[src/hdl/mfs_pkg.sv]
`timescale 1ns / 1ps

package mfs_pkg;

    localparam int MAX_WIDTH  = 1024;
    localparam int MAX_HEIGHT = 1024;

    localparam int PIX_W     = 8;
    localparam int CFG_W     = 11;
    localparam int POS_W     = 10;
    localparam int CFG_IDX_W = 1;
    localparam int WIN_N     = 9;
    localparam int MED_RANK  = 4;
    localparam int MIN_DIM   = 3;
    localparam int RESET_DIM = 1024;

    localparam int COL_W  = $clog2(MAX_WIDTH);
    localparam int ROW_W  = $clog2(MAX_HEIGHT);
    localparam int RANK_W = $clog2(WIN_N);

    // wide enough for the register, either size limit and a counter plus one
    localparam int DIM_A = (CFG_W > COL_W + 1) ? CFG_W : COL_W + 1;
    localparam int DIM_W = (DIM_A > ROW_W + 1) ? DIM_A : ROW_W + 1;

    // result queue, power of two deep
    localparam int FIFO_DEPTH = 4;
    localparam int FIFO_AW    = $clog2(FIFO_DEPTH);
    localparam int FIFO_CW    = $clog2(FIFO_DEPTH + 1);

    localparam logic [CFG_IDX_W-1:0] REG_IMAGE_WIDTH  = 1'b0;
    localparam logic [CFG_IDX_W-1:0] REG_IMAGE_HEIGHT = 1'b1;

    typedef logic [WIN_N-1:0][PIX_W-1:0] t_window;

    typedef struct packed {
        logic             emit;
        logic             done;
        logic [POS_W-1:0] row;
        logic [POS_W-1:0] col;
    } t_pos_info;

    typedef struct packed {
        logic [PIX_W-1:0] median;
        logic [POS_W-1:0] row;
        logic [POS_W-1:0] col;
        logic             done;
    } t_result;

    function automatic logic [DIM_W-1:0] clamp_dim(
        input logic [CFG_W-1:0] cfg,
        input logic [DIM_W-1:0] hi
    );
        logic [DIM_W-1:0] v;
        v = DIM_W'(cfg);
        if (v < DIM_W'(MIN_DIM)) begin
            return DIM_W'(MIN_DIM);
        end else if (v > hi) begin
            return hi;
        end
        return v;
    endfunction

endpackage

[src/hdl/mfs_median.sv]
`timescale 1ns / 1ps

module mfs_median import mfs_pkg::*; (
    input  t_window          i_window,
    output logic [PIX_W-1:0] o_median
);

    logic [RANK_W-1:0] w_rank [WIN_N];

    // rank of each entry, ties broken by position, so exactly one has the middle rank
    always_comb begin
        for (int i = 0; i < WIN_N; i++) begin
            w_rank[i] = '0;
            for (int j = 0; j < WIN_N; j++) begin
                if (j != i) begin
                    if ((i_window[j] < i_window[i]) ||
                        ((i_window[j] == i_window[i]) && (j < i))) begin
                        w_rank[i] = w_rank[i] + 1'b1;
                    end
                end
            end
        end
    end

    always_comb begin
        o_median = '0;
        for (int i = 0; i < WIN_N; i++) begin
            if (w_rank[i] == RANK_W'(MED_RANK)) begin
                o_median = o_median | i_window[i];
            end
        end
    end

endmodule

[config.mk]
export PLATFORM = sky130hd
export DESIGN_NAME = mfs_median
export DESIGN_NICKNAME = d
export VERILOG_FILES = /design/src/hdl/mfs_pkg.sv /design/src/hdl/mfs_median.sv
export SDC_FILE = /design/constraint.sdc
export NUM_CORES = 1
export LEC_CHECK = 0
export BUFFER_PORTS_ARGS = -buffer_cell sky130_fd_sc_hd__buf_2
export CAP_MARGIN = 10
export CORE_AREA = 2 2 200 202
export DETAILED_ROUTE_END_ITERATION = 16
export DIE_AREA = 0 0 202 204
export GPL_ROUTABILITY_DRIVEN = 0
export PLACE_DENSITY = 0.52
export SETUP_SLACK_MARGIN = 0.15
export SYNTH_ARGS = -nofsm -noshare
export SYNTH_HDL_FRONTEND = slang
export SYNTH_SLANG_ARGS = --single-unit
[constraint.sdc]
create_clock -name vclk -period 12.05
set_input_delay 2.41 -clock vclk [all_inputs]
set_output_delay 2.41 -clock vclk [all_outputs]
set_load 0.02 [all_outputs]
== After elaboration in Yosys (flattened, before gate mapping) ==
Cells that the tools add are included.

* Equal/unequal tests: 45
* $add $sub $neg: 63
* Bitwise logic cells: 8
* Magnitude comparators: 72
* Reduce and logical (&&, ||, !) cells: 36
* Multiplexer cells: 81

{| class="wikitable"
|+ Operators with widths
! cell !! number
|-
| < comparator 8 bit || 72
|-
| equality test 8 bit || 36
|-
| two-way mux 4 bit || 63
|-
| adder 4 x 1 -> 4 bit, second input constant || 54
|-
| two-way mux 8 bit || 9
|-
| OR 8 bit || 8
|-
| equality test 4 x 3 -> 1 bit, second input constant || 9
|-
| logical OR 1 bit || 36
|-
| adder 1 x 1 -> 2 bit, second input constant || 9
|-
| two-way mux 1 bit || 9
|}

* Bits in registers: 0

== Longest topological paths before layout ==
Gate-level depths: netlist (run 1).

* Depth after elaboration: 34
* Mapped depth: 33
* Mapped depth without buffers: 33

== Least setup slack after synthesis (run 1) ==
OpenSTA, ideal clock, no wires.

* Path type: input-to-output
* From: input port i_window[45] (netlist name)
* To: output port o_median[0]
* Slack: 1.592 ns
* Cell stages on the path: 31
* Data arrival time: 8.048 ns
* Path buffers: 0
* Required time: 9.640 ns
* Cell sequence: inv_1 > ha_1 > a211oi_1 > nor2_1 > or3_1 > nand3_1 > inv_1 > ha_1 > xnor2_1 > ha_1 > o21ai_0 > o31ai_1 > ha_1 > nand2_1 > a21boi_0 > inv_1 > ha_1 > o21ai_0 > o31ai_1 > a21o_1 > ha_1 > nor2_1 > nor2_1 > ha_1 > xor2_1 > a32o_1 > nand2_1 > a21oi_1 > a221oi_1 > o211ai_1 > a211o_1

* Cells in the longest elaborated chain, start to end: 26

{| class="wikitable"
|+ RTL lines
! what !! line !! RTL
|-
| from (decl) || mfs_median.sv:4 || <nowiki>input t_window i_window,</nowiki>
|-
| branches (longest 25 deep; another with < comparator 8 bit) || -- ||
|-
| two-way mux 8 bit * || mfs_median.sv:28 || <nowiki>if (w_rank[i] == RANK_W'(MED_RANK)) begin</nowiki>
|-
| to (decl) || mfs_median.sv:5 || <nowiki>output logic [PIX_W-1:0] o_median</nowiki>
|}

Every way passes the cells marked *.

== Worst setup path in the final report (run 1) ==
Ends and elaborated chain as after synthesis.

==> results of run 1 <==
-- final timing paths --
path	slack (ns)	to	cells past startpoint
max	0.51	o_median[0]	33
min	5.32	o_median[2]	3
-- cell families after synthesis --
logic type / Yosys count / share of synthesized area
AND/OR/NAND/NOR: 421 / 0.196
XOR/XNOR: 106 / 0.112
adder cells (fa/ha/maj): 349 / 0.375
AO/OA/AOI/OAI: 422 / 0.252
buffers and inverters: 142 / 0.0475
multiplexers: 19 / 0.0177
-- area by class of cell --
type,count,area (sq um),share of cell area
Timing Repair Buffer,124,728,0.0560
Multi-Input combinational cell,1317,11100,0.856
Tap cell,525,657,0.0506
Inverter,128,480,0.0370
-- layer usage --
layer  track usage  routed length, microns  vias to the layer above
li1              -                       -                     5840
met1         0.285                   20900                     5860
met2         0.392                   21700                      473
met3        0.0341                    3410                      166
met4         0.110                    2830                        2
met5             0                       9                        -
-- power groups by stage --
stage	logic, mW	registers (mW)	clock network (mW)
6_report	2.12	0	0
5_1_grt	2.32	0	0
4_1_cts	2.08	0	0
3_5_place_dp	2.07	0	0
3_3_place_gp	2.04	0	0
2_1_floorplan	1.51	0	0
-- cells in the final DEF (no fill, tap or decap), types with 12 or more instances in the layout --
cell	n
and4_1	12
nor3_1	27
o21ai_0	56
nand4_1	60
buf_2	80
o21a_1	17
and3_1	15
and2_1	13
a21o_1	23
xor2_1	23
inv_1	125
a21oi_1	114
nand3_1	29
ha_1	349
xnor2_1	53
o211ai_1	38
o31ai_1	12
nor2_1	78
buf_4	43
a211oi_1	29
a211o_1	15
nor2b_1	37
nand2_1	87
-- per-stage QoR --
stage / instances / power (mW)
final: 2094 / 2.12
after detailed placement: 2092 / 2.07
after global routing: 2094 / 2.32
after floorplan: 1459 / 1.51
after global placement: 2092 / 2.04
after CTS: 2092 / 2.08
-- repair_timing --
item | in CTS | in global routing
buffers inserted | 0 | 1
pin swaps | 0 | 1
setup endpoints to repair | 1 | 8
resized for setup | 2 | 5
==> results.md, run 1 <==
- Status: finished clean
- Leakage power: 6.23 nW
- Finished Core Util: 0.332
- Hold Crit Class: input pin to output port
- Synth top area share: 0.375
- Tmin final: 11.54 ns
- Worst VDD drop: 336 uV
- Area grow syn2layout: 11.6%
- Slowest-stage cell, CP: ha_1
- Part of the cycle the worst path needs: 0.958
- Clkbuf count: 0
- Io pins: 80
- Max Cap Viol: 0
- Post-DP Area: 13000 sq um
- Net Count, Synth: 1880
- Unique masters post-synth: 97
- Layout cells sized above 1: 0.125
- Routed Antenna Nets: 0
- First-iteration detailed-routing DRC count: 945
- Antenna violations before repair: 1
- Vias per cell: 5.89
- Crit. End Element: output port
- Logic pwr share: 1.000
- Design Area, Final: 13000 sq um
- Slowest stage delay, CP: 0.39 ns
- Worst Path Required: 9.64 ns
- Net Sw Power: 1.24 mW
- Final hold vios: 0
- Pre-CTS WS: -0.0152 ns
- GRT Resource Usage Total: 0.230
- Chip height: 204 microns
- Seq/Total Area, Yosys: 0
- Post-Route WL: 48800 microns
- Final setup violation count: 0
- Most common cell in the netlist: ha_1
- Pwr Density: 163 nW/um^2
- Sw Share: 0.586
- TritonRoute pass-1 iters: 5
- Clock Power Share: 0
- Detailed-route via count: 12300
- Worst hold slack: 5.32 ns
- Remaining global-route overflow: 0
- CTS Hold Bufs: 0
- Most frequent cells after synthesis: 349 x ha_1, 126 x inv_1, 114 x a21oi_1, 87 x nand2_1, 79 x nor2_1
- Nets: 1992
- Synthesized instance count: 1459
- Fillers: 4167
- WL/cell: 23.3 microns
- Area contributors post-synth: ha_1 38%, a21oi_1 4.9%, inv_1 4.1%
- Slew at the pin closest to its max-slew limit: 0.945 ns
- Post-route DRC: 0
- Post-Syn Area: 11600 sq um
- Sequential cells: 0
- Ys Warns: 0
- Critical path class: input pin to output port
- Fin. max-slew vios: 0
- Site row count: 73
- Dominant cell type by area after synthesis: ha_1
- Die area: 41200 sq um
- Sequential Power Share: 0
- ANT cells: 0
- Buffers added on ports: 80
- CP arrival: 9.13 ns
- Cell family with most CP delay: compound AO/OA/AOI/OAI gates
- CP most frequent cell: ha_1
- CP startpoint: i_window[45]
- Max-Slew Margin vs Limit: 0.366
- Placeable Area: 39200 sq um
- RSZ-0062 raised after global routing: yes
- Power Internal: 0.877 mW
- Setup ws final: 0.511 ns
- Achievable Freq: 0.0867 GHz
- Die X: 202 microns
- Setup_tns: 0 ns
- HP Start: i_window[50]
- Vias in the first global route: 11900
- Hpwl dp: 39600 microns
- Syn_area_per_cell: 7.98 sq um
- Startpoint Class: input pin
- Largest net degree at the start of global routing: 17
- Buf+Inv Stages, Crit Path: 5
- CP max FO: 8
- Flip-flop and latch area: 0 sq um
- Initial core utilization: 0.297
- First-pass GRT wire length: 72300 microns
(Power assumes the default switching activity.)
==> inputs of run 2 (changes only) <==
CORE_AREA = 2 2 186 188   (was 2 2 200 202)
DIE_AREA = 0 0 188 190   (was 0 0 202 204)
PLACE_DENSITY = 0.58   (was 0.52)
==> results.md, run 2 (synthesis results as in run 1) <==
- Antenna violations before repair: 4 (+3)
- First-iteration detailed-routing DRC count: 1200 (+27%)
- RSZ-0062 raised after global routing: no
- Flip-flop and latch area: 0 sq um (unchanged)
- Max Cap Viol: 0 (unchanged)
- Crit. End Element: output port
- Detailed-route via count: 12300 (-0.30%)
- Met3 WL: 3310 microns (-2.7%)
- Cell family with most CP delay: compound AO/OA/AOI/OAI gates
- Tmin final: 11.64 ns (+0.105 ns)
- Largest net degree at the start of global routing: 17 (unchanged)
- Io pins: 80 (unchanged)
- Critical path class: input pin to output port
- Clkbuf count: 0 (unchanged)
- Achievable Freq: 0.0859 GHz (-0.90%)
- Chip height: 190 microns (-6.9%)
- Fillers: 3489 (-16%)
- Die X: 188 microns (-6.9%)
- First-pass GRT wire length: 68500 microns (-5.3%)
- Hold Crit Class: input pin to output port
- Vias per cell: 6.08 (+3.1%)
- Part of the cycle the worst path needs: 0.966 (+0.00872)
- Slowest stage delay, CP: 0.50 ns (+0.11 ns)
- CP startpoint: i_window[8]
- Top layer in use: met5
- Routed Antenna Nets: 0 (unchanged)
- Die area: 35700 sq um (-13%)
- Met2 wire length: 20300 microns (-6.2%)
- Nets: 1990 (-0.10%)
- CP most frequent cell: ha_1
- Hpwl dp: 37500 microns (-5.3%)
- Buf+Inv Stages, Crit Path: 9 (+4)
- TritonRoute pass-1 iters: 6 (+1)
- WL/cell: 22.5 microns (-3.5%)
- Post-Route WL: 45500 microns (-6.7%)
- Max-Slew Margin vs Limit: 0.388 (+0.0219)
- Initial core utilization: 0.343 (+0.0458)
- Vias in the first global route: 11800 (-1.4%)
- Area grow syn2layout: 10.9%
- Setup_tns: 0 ns (unchanged)
- Most frequent cells in the layout: 348 x ha_1, 124 x inv_1, 114 x a21oi_1
- Placeable Area: 33900 sq um (-13%)
- Status: finished clean
- Final setup violation count: 0 (unchanged)
- Metal-1 WL: 19200 microns (-7.8%)
- GRT Resource Usage Total: 0.249 (+0.0185)
- CP arrival: 9.23 ns (+0.10 ns)
- Slowest-stage cell, CP: a211oi_1
- Remaining global-route overflow: 0 (unchanged)
- Slew at the pin closest to its max-slew limit: 0.908 ns (-0.0361 ns)
- Post-route DRC: 0 (unchanged)
- Final hold vios: 0 (unchanged)
- Fin. max-slew vios: 0 (unchanged)
- Site row count: 68 (-6.8%)
- HP Start: i_window[49]
- Buffers added on ports: 80 (unchanged)
- CP max FO: 8 (unchanged)
- Sequential cells: 0 (unchanged)
- Layout cells sized above 1: 0.124 (-0.000479)
- Startpoint Class: input pin
- Worst Path Required: 9.64 ns (about the same)
- Commonest non-fill, non-tap cell in the layout: ha_1
==> run 2: cell count changes in the layout (fill, tap and decap cells not counted), sizes merged <==
cell / before / now
buf: 123 / 122
clkbuf: 1 / 0
clkinvlp: 0 / 1
diode: 0 / 3
inv: 126 / 125
==> run 2: final timing paths <==
kind	cells past startpoint	endpoint
max	36	o_median[5]
min	3	o_median[1]
==> run 2: worst min-delay path, delay by kind of cell <==
family          cells  cell delay, ns
buf+inv             2            0.30
compound gates      1            0.14
==> run 2: per-stage QoR <==
stage | hold WS [ns] | utilization | cells | cell area, sq um | worst slack (ns)
2_1_floorplan | 5.02 | - | 1459 | 11600 | 1.59
3_3_place_gp | 5.27 | 0.378 | 2019 | 12800 | 0.422
3_5_place_dp | 5.26 | 0.378 | 2019 | 12800 | 0.322
4_1_cts | 5.26 | 0.378 | 2019 | 12800 | 0.307
5_1_grt | 5.29 | 0.380 | 2022 | 12900 | 0.128
6_report | 5.26 | 0.380 | 2025 | 12900 | 0.406
==> run 2: area by class of cell <==
cell class | count | area [sq um] | area share
diodes | 3 | 7.51 | 0.000582
inverters | 128 | 484 | 0.0375
well taps | 455 | 569 | 0.0441
repair buffers | 122 | 716 | 0.0554
multi-input cells | 1317 | 11100 | 0.862
==> run 2: timing repair <==
action / 4_1_cts / 5_1_grt
gates resized for setup: 0 / 9
setup buffers: 0 / 3
setup endpoints to repair: 0 / 8
hold buffers: 0 / 0
==> run 2: per-layer routing <==
metal / GRT usage / vias to the layer above
met2: 0.426 / 535
met5: 0 / -
met1: 0.305 / 5797
li1: - / 5825
met3: 0.0373 / 145
met4: 0.119 / 2
