File: config.mk
export PLATFORM = sky130hd
export DESIGN_NAME = mfs_fifo
export DESIGN_NICKNAME = d
export VERILOG_FILES = /design/src/hdl/mfs_pkg.sv /design/src/hdl/mfs_fifo.sv
export SDC_FILE = /design/constraint.sdc
export NUM_CORES = 1
export LEC_CHECK = 0
export BUFFER_PORTS_ARGS = -buffer_cell sky130_fd_sc_hd__buf_2
export CORE_UTILIZATION = 56
export DETAILED_ROUTE_END_ITERATION = 10
export PLACE_DENSITY_LB_ADDON = 0.08
export SYNTH_ARGS = -nofsm -noshare
export SYNTH_HDL_FRONTEND = slang
export SYNTH_SLANG_ARGS = --single-unit
export TNS_END_PERCENT = 100
File: constraint.sdc
create_clock -name i_clk -period 2.1 [get_ports i_clk]
set_input_delay 0.105 -clock i_clk [delete_from_list [all_inputs] [get_ports i_clk]]
set_output_delay 0.105 -clock i_clk [all_outputs]
set_load 0.1 [all_outputs]
File: src/hdl/mfs_pkg.sv
`timescale 1ns / 1ps

package mfs_pkg;

    localparam int MAX_WIDTH  = 1024;
    localparam int MAX_HEIGHT = 1024;

    localparam int PIX_W     = 8;
    localparam int CFG_W     = 11;
    localparam int POS_W     = 10;
    localparam int CFG_IDX_W = 1;
    localparam int WIN_N     = 9;
    localparam int MED_RANK  = 4;
    localparam int MIN_DIM   = 3;
    localparam int RESET_DIM = 1024;

    localparam int COL_W  = $clog2(MAX_WIDTH);
    localparam int ROW_W  = $clog2(MAX_HEIGHT);
    localparam int RANK_W = $clog2(WIN_N);

    // wide enough for the register, either size limit and a counter plus one
    localparam int DIM_A = (CFG_W > COL_W + 1) ? CFG_W : COL_W + 1;
    localparam int DIM_W = (DIM_A > ROW_W + 1) ? DIM_A : ROW_W + 1;

    // result queue, power of two deep
    localparam int FIFO_DEPTH = 4;
    localparam int FIFO_AW    = $clog2(FIFO_DEPTH);
    localparam int FIFO_CW    = $clog2(FIFO_DEPTH + 1);

    localparam logic [CFG_IDX_W-1:0] REG_IMAGE_WIDTH  = 1'b0;
    localparam logic [CFG_IDX_W-1:0] REG_IMAGE_HEIGHT = 1'b1;

    typedef logic [WIN_N-1:0][PIX_W-1:0] t_window;

    typedef struct packed {
        logic             emit;
        logic             done;
        logic [POS_W-1:0] row;
        logic [POS_W-1:0] col;
    } t_pos_info;

    typedef struct packed {
        logic [PIX_W-1:0] median;
        logic [POS_W-1:0] row;
        logic [POS_W-1:0] col;
        logic             done;
    } t_result;

    function automatic logic [DIM_W-1:0] clamp_dim(
        input logic [CFG_W-1:0] cfg,
        input logic [DIM_W-1:0] hi
    );
        logic [DIM_W-1:0] v;
        v = DIM_W'(cfg);
        if (v < DIM_W'(MIN_DIM)) begin
            return DIM_W'(MIN_DIM);
        end else if (v > hi) begin
            return hi;
        end
        return v;
    endfunction

endpackage

File: src/hdl/mfs_fifo.sv
`timescale 1ns / 1ps

module mfs_fifo import mfs_pkg::*; (
    input  logic               i_clk,
    input  logic               i_rst_n,
    input  logic               i_push,
    input  t_result            i_data,
    input  logic               i_pop,
    output logic               o_valid,
    output t_result            o_data,
    output logic [FIFO_CW-1:0] o_count
);

    t_result            r_mem [FIFO_DEPTH];
    logic [FIFO_AW-1:0] r_wr;
    logic [FIFO_AW-1:0] r_rd;
    logic [FIFO_CW-1:0] r_count;

    always_ff @(posedge i_clk) begin
        if (i_push) begin
            r_mem[r_wr] <= i_data;
        end
    end

    always_ff @(posedge i_clk) begin
        if (!i_rst_n) begin
            r_wr    <= '0;
            r_rd    <= '0;
            r_count <= '0;
        end else begin
            if (i_push) begin
                r_wr <= r_wr + 1'b1;
            end
            if (i_pop) begin
                r_rd <= r_rd + 1'b1;
            end
            case ({i_push, i_pop})
                2'b10:   r_count <= r_count + 1'b1;
                2'b01:   r_count <= r_count - 1'b1;
                default: r_count <= r_count;
            endcase
        end
    end

    assign o_valid = (r_count != '0);
    assign o_data  = r_mem[r_rd];
    assign o_count = r_count;

endmodule

## After elaboration in Yosys (flattened, before gate mapping)

Memory sizes are Yosys's and may differ from the RTL's. A register that Yosys moved wholly into a read port is not among the register bits.
Cells that the tools add are included.

| cells by class | value |
|---|---|
| reductions and logical operators | 2 |
| equal/unequal tests | 2 |
| $add $sub $neg | 4 |
| muxes and demuxes | 5 |

Operators with widths:

| operator | count |
|---|---|
| one-hot mux 3 bit (2 select lines) | 1 |
| adder 2 x 1 -> 2 bit, second input constant | 2 |
| two-way mux 2 bit | 2 |
| adder 3 x 1 -> 3 bit, second input constant | 1 |
| nonzero test 3 bit | 1 |
| subtractor 3 x 1 -> 3 bit, second input constant | 1 |
| equality test 2 x 1 -> 1 bit, second input constant | 1 |
| equality test 2 bit, second input constant | 1 |
| two-way mux 1 bit | 2 |
| nonzero test 2 bit | 1 |

| storage, ports and cells | value |
|---|---|
| bits of input ports | 33 |
| output and inout bits | 33 |
| logic and storage cells | 17 |
| register bits | 7 |
| RAM bits | 116 |
| memories kept | 1 |

Memories:

| memory | depth | width | read ports | clocked after memory_dff | write ports | RTL line | RTL |
|---|---|---|---|---|---|---|---|
| r_mem | 4 | 29 | 1 | 1 | 1 | mfs_fifo.sv:14 | `t_result r_mem [FIFO_DEPTH];` |

## Longest topological paths before layout

Gate-level depths: netlist of the first run.

| logic depth | value |
|---|---|
| depth in word-level cells | 3 |
| gate-level depth with buffers | 6 |
| depth with buffers taken out | 6 |

## Least setup slack after synthesis of the first run

No wires, ideal clock.

| timing | value |
|---|---|
| kind | reg2out |
| start | register r_count[0], in the netlist o_count[0] |
| end | output port o_valid |
| arrival | 1,816 ps |
| slack | 179 ps |
| buffers on the path | 0 |
| stages on the path, launching flop included | 2 |
| data required time | 1,995 ps |
| cell sequence | dfxtp_1 > or3_1 |

| on the way | value |
|---|---|
| word-level cells in the longest chain between the ends | 1 |

Ends and longest elaborated chain:

| element | RTL line | RTL |
|---|---|---|
| from (decl) | mfs_fifo.sv:17 | `logic [FIFO_CW-1:0] r_count;` |
| from (signal assigned) | mfs_fifo.sv:38 | `2'b10: r_count <= r_count + 1'b1;` |
| from (signal assigned) | mfs_fifo.sv:39 | `2'b01: r_count <= r_count - 1'b1;` |
| from (signal assigned) | mfs_fifo.sv:40 | `default: r_count <= r_count;` |
| nonzero test 3 bit | mfs_fifo.sv:45 | `assign o_valid = (r_count != '0);` |
| to (decl) | mfs_fifo.sv:9 | `output logic o_valid,` |

No other way between the ends.

==> reports/results.ini, run 1 <==
[die]
die_y_um = 92.91
fp.dieW_um = 92.91
rows = 32
io_pins = 66
core_um2 = 7848
die_area_um2 = 8632
initial_core_util = 0.5898

[setup_path]
startpoint_type = register
critPathMaxFanout = 15
reg2reg_depth = 3
endpoint = o_data[23]
endpoint_kind = output pin
worstPathRequired_ns = 2.00
r2r_start = r_wr[0]
path_class = reg2out
cp.arrival_ns = 1.92
rrSetupSlack_ns = 0.46
rr_endpoint = r_mem[2][9]

[global_routing]
grt_pass1_vias = 2502
track_usage = 0.2258
grt_overflow = 0
antenna_found_initial = 0
grt_max_degree = 30
grt_pass1_wl_mm = 13.38

[cts]
clkLatencyLatePin_ns = 0.51
cts_inserted_buffers = 17
cts_max_path_buffers = 2
cts_tree = yes
cts_root_buffer = clkbuf_8
htree_num_levels = 4
clock-sinks = 125
clkTransAtPathRegs_ns = 0.06

[cells_and_area]
n_antenna_cell = 0
area_growth_pct = 39.50
final_common_cell = edfxtp_1
final_cell_mix = edfxtp_1, buf_2, dlygate4sd3_1
fin_cells = 426
layout-drive-gt1-share = 0.4198
final_net_count = 350

[sta]
fmaxAchievable_ghz = 0.4948
slew_viol_final = 0
maxSlewHeadroom = 0.4802
skew_ns = 0.004180
setup_viol = 0
worst_pin_slew_ns = 0.7796
post-route-period-util = 0.9623
layout_min_cycle_time_ns = 2.021
setup_tns_ns = 0
hold_viol = 0
grt_setup_unrepaired = no
whs_ns = 0.3527

[logic_synthesis]
ys_seq_elements = 125
syn_area_um2 = 4628
synth_edf_count = 116
ys_warn_count = 0
ys_types = 21
syn-num-nets = 231
synth_seq_area_share = 0.7916
synth_area_per_cell_um2 = 24.11
synthCells = 192
ys_async_sr_fraction = 0
synth_ff_type = edfxtp_1

[pwr]
p_leak_nw = 2.286
internal_power_w = 0.005006
swShare = 0.3004
ir_drop_mv = 0.7620
power_switching_w = 0.002150
comb_power_share = 0.228
clkPwrFrac = 0.365
p_seq_frac = 0.407
p_per_area_nw_per_um2 = 1108

[drt]
routed-wl-met3_um = 367
via_per_inst = 5.437
route.met2.wl_mm = 5.176
ant_nets = 0
routedLengthMet1_mm = 3.496
vias = 2316
drt-total-wl_mm = 9.133
drc_errors = 0
dr.first_iter.drc_count = 125
wire_per_inst_um = 21.44
highest_layer = met4
drt-pass1-iter-count = 4

[hold_path]
worstHoldPathType = in2reg

[placement]
dp_cells = 360
port_buffers = 65
gp_congestion = 0.7102
place_hpwl_mm = 4.601

[run_status]
outcome = finished, final reports clean

[job]
cap_violations = 0

==> worst min-delay path by stage <==
stage / from / to / slack, ns / depth (start not counted)
2_1_floorplan: i_data[0] / r_mem[0][0] / 0.20 / 0
5_1_grt: i_data[7] / r_mem[0][7] / 0.34 / 2
6_report: i_data[7] / r_mem[0][7] / 0.35 / 2
4_1_cts: i_data[16] / r_mem[0][16] / 0.32 / 2
3_3_place_gp: i_data[24] / r_mem[2][24] / 0.32 / 1
3_5_place_dp: i_data[16] / r_mem[1][16] / 0.32 / 1
==> state kept, by name, indices dropped and copies added (netlist names), named ones only <==
signal	flops
o_count	3
r_mem	116
r_rd	2
r_wr	2
==> layer usage <==
metal	global-route usage	up-vias
li1	-	1034
met1	0.2668	1197
met2	0.3977	75
met3	0.06076	10
met4	0.08077	0
met5	0	-
==> critical path, cell delays in order, from the launching register on <==
cell and delay [ns]:
dfxtp_2 0.39, buf_12 0.19, mux4_1 0.63, buf_12 0.20
==> cell families (layout without fill, tap and decap cells) <==
group / after synthesis / count (layout) / share of synthesized area
flip-flops: 125 / 125 / 0.7916
multiplexers: 31 / 31 / 0.1463
AND/OR/NAND/NOR: 14 / 14 / 0.01838
buffers and inverters: 9 / 141 / 0.01379
adder cells (fa/ha/maj): 6 / 6 / 0.01784
XOR/XNOR: 5 / 5 / 0.009464
AO/OA/AOI/OAI: 2 / 2 / 0.002703
==> cell usage after synthesis (2+ instances only) <==
cell      count  share of area
mux4_2       28           0.14
xnor2_1       3         0.0057
xor2_1        2         0.0038
buf_2         2         0.0022
dfxtp_1       9          0.039
nor2b_1       2         0.0027
inv_1         3         0.0024
and2_1        9          0.012
mux2i_1       2         0.0043
or3_1         2         0.0027
edfxtp_1    116           0.75
ha_1          5          0.014
==> timing repair <==
item	CTS	global route
setup buffers	0	0
endpoints found under the setup margin	0	3
gates resized for setup	0	1
endpoints found under the hold margin	125	0
hold buffers	33	0
==> cell type report <==
type | count | area, µm²
clock buffer | 18 | 417.9
clock inverter | 14 | 123.9
fill | 389 | 1391
inverter | 3 | 11.26
multi-input combinational | 58 | 903.4
sequential | 125 | 3666
tap | 102 | 127.6
timing repair buffer | 106 | 1206
==> stage by stage <==
stage	area [µm²]	setup WS, ns	power [W]	utilization
final	6456	0.07910	0.007156	0.8227
after global routing	6456	0.02471	0.007343	0.8227
after CTS	6430	0.004396	0.007173	0.8194
after detailed placement	5558	0.4642	0.004521	0.7082
after global placement	5558	0.5111	0.004501	0.7082
after floorplan	4628	0.1788	0.003982	-
==> power groups by stage <==
stage / combinational [W] / sequential (W) / clock [W]
global route: 0.00168 / 0.00292 / 0.00274
global placement: 0.00156 / 0.00294 / 0
finish: 0.00163 / 0.00291 / 0.00261
CTS: 0.00163 / 0.00291 / 0.00263
floorplan: 0.000982 / 0.00300 / 0
detailed placement: 0.00157 / 0.00295 / 0
Power figures use the tool's default switching activity.
==> run 2: changes to the inputs <==
Settings changed: CORE_UTILIZATION 56 to 59, CTS_BUF_LIST from default to sky130_fd_sc_hd__clkbuf_4 sky130_fd_sc_hd__clkbuf_8, CTS_CLUSTER_DIAMETER from default to 120.
==> reports/results.ini, run 2 (synthesis results as in run 1) <==
[setup_path]
reg2reg_depth = 3
rrSetupSlack_ns = 0.46
slowest_stage = mux4_2
worstPathCellList = buf_12 -> mux4_2 -> buf_12
cp_common_cell = buf_12
max_stage_delay_ns = 0.58
critPathMaxFanout = 13
endpoint_kind = output pin
path_class = reg2out
rr_endpoint = r_mem[0][9]
cp.arrival_ns = 1.89
r2r_start = r_wr[1]
startpoint_type = register
worstPathRequired_ns = 2.00

[die]
io_pins = 66
fp.dieW_um = 90.57
core_um2 = 7408
die_y_um = 90.57
rows = 31
initial_core_util = 0.6247
die_area_um2 = 8203

[placement]
place_hpwl_mm = 4.687
port_buffers = 65
place_area_um2 = 5574
gp_congestion = 0.7043

[cts]
cts_tree = yes
cts_root_buffer = clkbuf_8
cts_inserted_buffers = 17
htree_num_levels = 4
clkTransAtPathRegs_ns = 0.06
clock-sinks = 125
cts_max_path_buffers = 2
clkLatencyLatePin_ns = 0.41

[sta]
hold_viol = 0
fmaxAchievable_ghz = 0.5001
post-route-period-util = 0.9523
setup_viol = 0
layout_min_cycle_time_ns = 2.000
skew_ns = 0.008294
slew_viol_final = 0
maxSlewHeadroom = 0.4637
setup_tns_ns = 0
worst_pin_slew_ns = 0.8044
grt_setup_unrepaired = no

[cells_and_area]
largest_reg_flops = 116
final_common_cell = edfxtp_1
n_antenna_cell = 0
layout-drive-gt1-share = 0.4164
final_cell_mix = edfxtp_1, buf_2, buf_12
fin_area_um2 = 6282
final_net_count = 345
register_area_um2 = 3665
fill_cells = 313
multi_input_area_um2 = 905.9
area_growth_pct = 35.74
regMostFlops = r_mem

[drt]
ant_nets = 0
dr.first_iter.drc_count = 112
drt-pass1-iter-count = 4
drt-total-wl_mm = 8.155
wire_per_inst_um = 19.60
via_per_inst = 5.423
drc_errors = 0
vias = 2256

[pwr]
p_per_area_nw_per_um2 = 1058
ir_drop_mv = 0.7282
p_leak_nw = 2.230

[global_routing]
grt_overflow = 0
antenna_found_initial = 0
grt_pass1_wl_mm = 12.90
grt_max_degree = 30
grt_pass1_vias = 2465
track_usage = 0.2213

[job]
cap_violations = 0

[hold_path]
hp-start = i_push
worstHoldPathType = in2reg
whs_endpoint = r_wr[1]
hold_depth = 3

[run_status]
outcome = finished, final reports clean

[run 2: cell count changes in the layout (fill, tap and decap cells not counted), moves of 3 or more]
cell / previous run / this run
buf_4: 4 / 0
bufinv_16: 1 / 4
clkbuf_16: 17 / 0
clkbuf_4: 0 / 3
clkbuf_8: 1 / 17
clkinv_4: 3 / 0
clkinvlp_4: 7 / 0
dlygate4sd3_1: 33 / 30
[run 2: per-stage QoR]
stage	util	instances	total power, W	setup WS [ns]	hold slack (ns)
4_1_cts	0.8475	416	0.006680	0.007040	0.06601
6_report	0.8480	416	0.006644	0.1002	0.09192
3_5_place_dp	0.7524	356	0.004522	0.4424	0.3190
2_1_floorplan	-	192	0.003982	0.1788	0.2039
5_1_grt	0.8480	416	0.006835	0.01716	0.1000
3_3_place_gp	0.7524	356	0.004500	0.4864	0.3177
[run 2: metal layers]
layer	GRT usage	vias up	wire length [µm]
met5	0	-	0
met3	0.05640	2	386
met2	0.3908	92	4536
li1	-	1023	-
met4	0.07392	0	19
met1	0.2658	1139	3212
[run 2: cell type report]
cell class,count,share of cell area
Sequential cell,125,0.5833
Timing Repair Buffer,101,0.1866
Multi-Input combinational cell,58,0.1442
Clock buffer,20,0.04083
Clock inverter,10,0.02350
Tap cell,99,0.01972
Inverter,3,0.001792
[run 2: how the worst max path moves through the flow]
stage	from	endpoint	slack [ns]
2_1_floorplan	o_count[0]	o_valid	0.18
3_3_place_gp	register	o_data[5]	0.49
3_5_place_dp	r_wr[0]	r_mem[0][12]	0.44
4_1_cts	register	o_data[5]	0.007
5_1_grt	register	o_data[3]	0.02
6_report	register	o_data[3]	0.10
[run 2: report_power, final]
part	total [W]	switching, W	internal, W
registers	0.00291	0.0000564	0.00286
clock network	0.00213	0.000827	0.00130
logic	0.00160	0.00102	0.000578
[run 2: worst max-delay path, delay by kind of cell (launching register included)]
family | cells | cell delay [ns]
buffers and inverters | 2 | 0.41
flip-flops | 1 | 0.50
multiplexers | 1 | 0.58
[run 2: what timing repair did]
item	4_1_cts	5_1_grt
resized for setup	0	1
setup buffers	0	0
endpoints found under the setup margin	0	11
hold endpoints to repair	123	0
hold buffers	30	0
==> run 3: changes to the inputs <==
Settings changed: CORE_MARGIN from default to 5, PLACE_DENSITY_LB_ADDON 0.08 to 0.2.
==> reports/results.ini, run 3 (synthesis results as in run 1) <==
[run_status]
outcome = finished, final reports clean

[cts]
clock-sinks = 125
cts_root_buffer = clkbuf_8
cts_inserted_buffers = 17
cts_max_path_buffers = 2
clkTransAtPathRegs_ns = 0.07
clkLatencyLatePin_ns = 0.41
postCtsSetupBuffers = 0
htree_num_levels = 4
cts_tree = yes

[sta]
layout_setup_ws_ns = 0.1794
maxSlewHeadroom = 0.4661
layout_min_cycle_time_ns = 1.921
hold_viol = 0
setup_viol = 0
fmaxAchievable_ghz = 0.5207
grt_setup_unrepaired = no
worst_pin_slew_ns = 0.8009
post-route-period-util = 0.9146
whs_ns = 0.07682
setup_tns_ns = 0
skew_ns = 0.006587
slew_viol_final = 0

[placement]
place_ws_ns = 0.4569
gp_congestion = 0.6797
dp_cells = 360
port_buffers = 65

[hold_path]
hold_depth = 3
worstHoldPathType = in2reg

[die]
die_y_um = 98.57
rows = 32
io_pins = 66
fp.dieW_um = 98.57
initial_core_util = 0.6021
core_um2 = 7687
die_area_um2 = 9716

[cells_and_area]
final_common_cell = edfxtp_1
layout-drive-gt1-share = 0.4156
n_antenna_cell = 0
final_net_count = 346
regMostFlops = r_mem
final_cell_mix = edfxtp_1, buf_2, buf_12
fill_cells = 380
multi_input_area_um2 = 903.4
fin_cells = 422
area_growth_pct = 35.47
fin_util = 0.8156
register_area_um2 = 3667
largest_reg_flops = 116

[drt]
drt-total-wl_mm = 8.164
via_per_inst = 5.363
dr.first_iter.drc_count = 111
drt-pass1-iter-count = 4
ant_nets = 0
drc_errors = 0
wire_per_inst_um = 19.35
vias = 2263

[setup_path]
cp.arrival_ns = 1.82
max_stage_delay_ns = 0.56
startpoint_type = register
worstPathRequired_ns = 2.00
path_class = reg2out
critPathMaxFanout = 14
reg2reg_depth = 3
slowest_stage = mux4_2
cp_common_cell = buf_12
endpoint_kind = output pin
worstPathCellList = buf_12 -> mux4_2 -> buf_12

[pwr]
ir_drop_mv = 0.6468
p_leak_nw = 2.217
p_per_area_nw_per_um2 = 1065

[global_routing]
track_usage = 0.1828
grt_pass1_vias = 2568
antenna_found_initial = 0
grt_overflow = 0
grt_pass1_wl_mm = 13.19
grt_max_degree = 30

[job]
cap_violations = 0

run 3: cell count changes in the layout (fill, tap and decap cells not counted):
| cell | before | now |
|---|---|---|
| buf_6 | 1 | 0 |
| dfxtp_2 | 1 | 0 |
| buf_4 | 0 | 5 |
| clkinv_2 | 4 | 3 |
| dfxtp_4 | 0 | 1 |
| clkbuf_4 | 3 | 2 |
| and2_2 | 4 | 2 |
| buf_12 | 34 | 31 |
| and2_1 | 5 | 7 |
| clkinvlp_4 | 0 | 4 |
run 3: path summary, 6_finish.rpt:
check / from / end / slack, ns
min: i_pop / r_rd[0] / 0.08
max reg2reg: r_wr[0] / r_mem[0][10] / 0.46
max: register / o_data[17] / 0.18
min reg2reg: o_count[2] / o_count[2] / 0.54
run 3: critical path: cells and delay by family, from the launching register on:
| kind | cells | cell delay (ns) |
|---|---|---|
| muxes | 1 | 0.56 |
| buffers and inverters | 2 | 0.38 |
| DFF | 1 | 0.45 |
run 3: stage by stage:
step	power, W	instance area (µm²)
6_report	0.006680	6270
5_1_grt	0.006920	6270
4_1_cts	0.006731	6267
3_5_place_dp	0.004523	5545
3_3_place_gp	0.004502	5545
2_1_floorplan	0.003982	4628
run 3: area by class of cell:
type | count | area share
clock inverters | 13 | 0.02754
clock buffers | 19 | 0.03971
well taps | 102 | 0.02036
inverters | 3 | 0.001796
multi-input cells | 58 | 0.1441
flip-flops and latches | 125 | 0.5849
repair buffers | 102 | 0.1816
run 3: what timing repair did:
item / in CTS / in global routing
endpoints found under the hold margin: 123 / 0
hold buffers: 30 / 0
gates resized for setup: 0 / 1
setup endpoints to repair: 0 / 1
run 3: power by group:
| group | internal, W | switching (W) | total (W) |
|---|---|---|---|
| clock | 0.00130 | 0.000875 | 0.00218 |
| sequential | 0.00285 | 0.0000477 | 0.00290 |
| combinational | 0.000573 | 0.00103 | 0.00160 |
| total | 0.00473 | 0.00195 | 0.00668 |
run 3: per-layer routing:
| layer | routed length, µm | vias up | global-route usage |
|---|---|---|---|
| met5 | 0 | - | 0 |
| met4 | 32 | 0 | 0.06408 |
| met3 | 422 | 4 | 0.05591 |
| met2 | 4533 | 72 | 0.3209 |
| met1 | 3176 | 1163 | 0.2145 |
| li1 | - | 1024 | - |
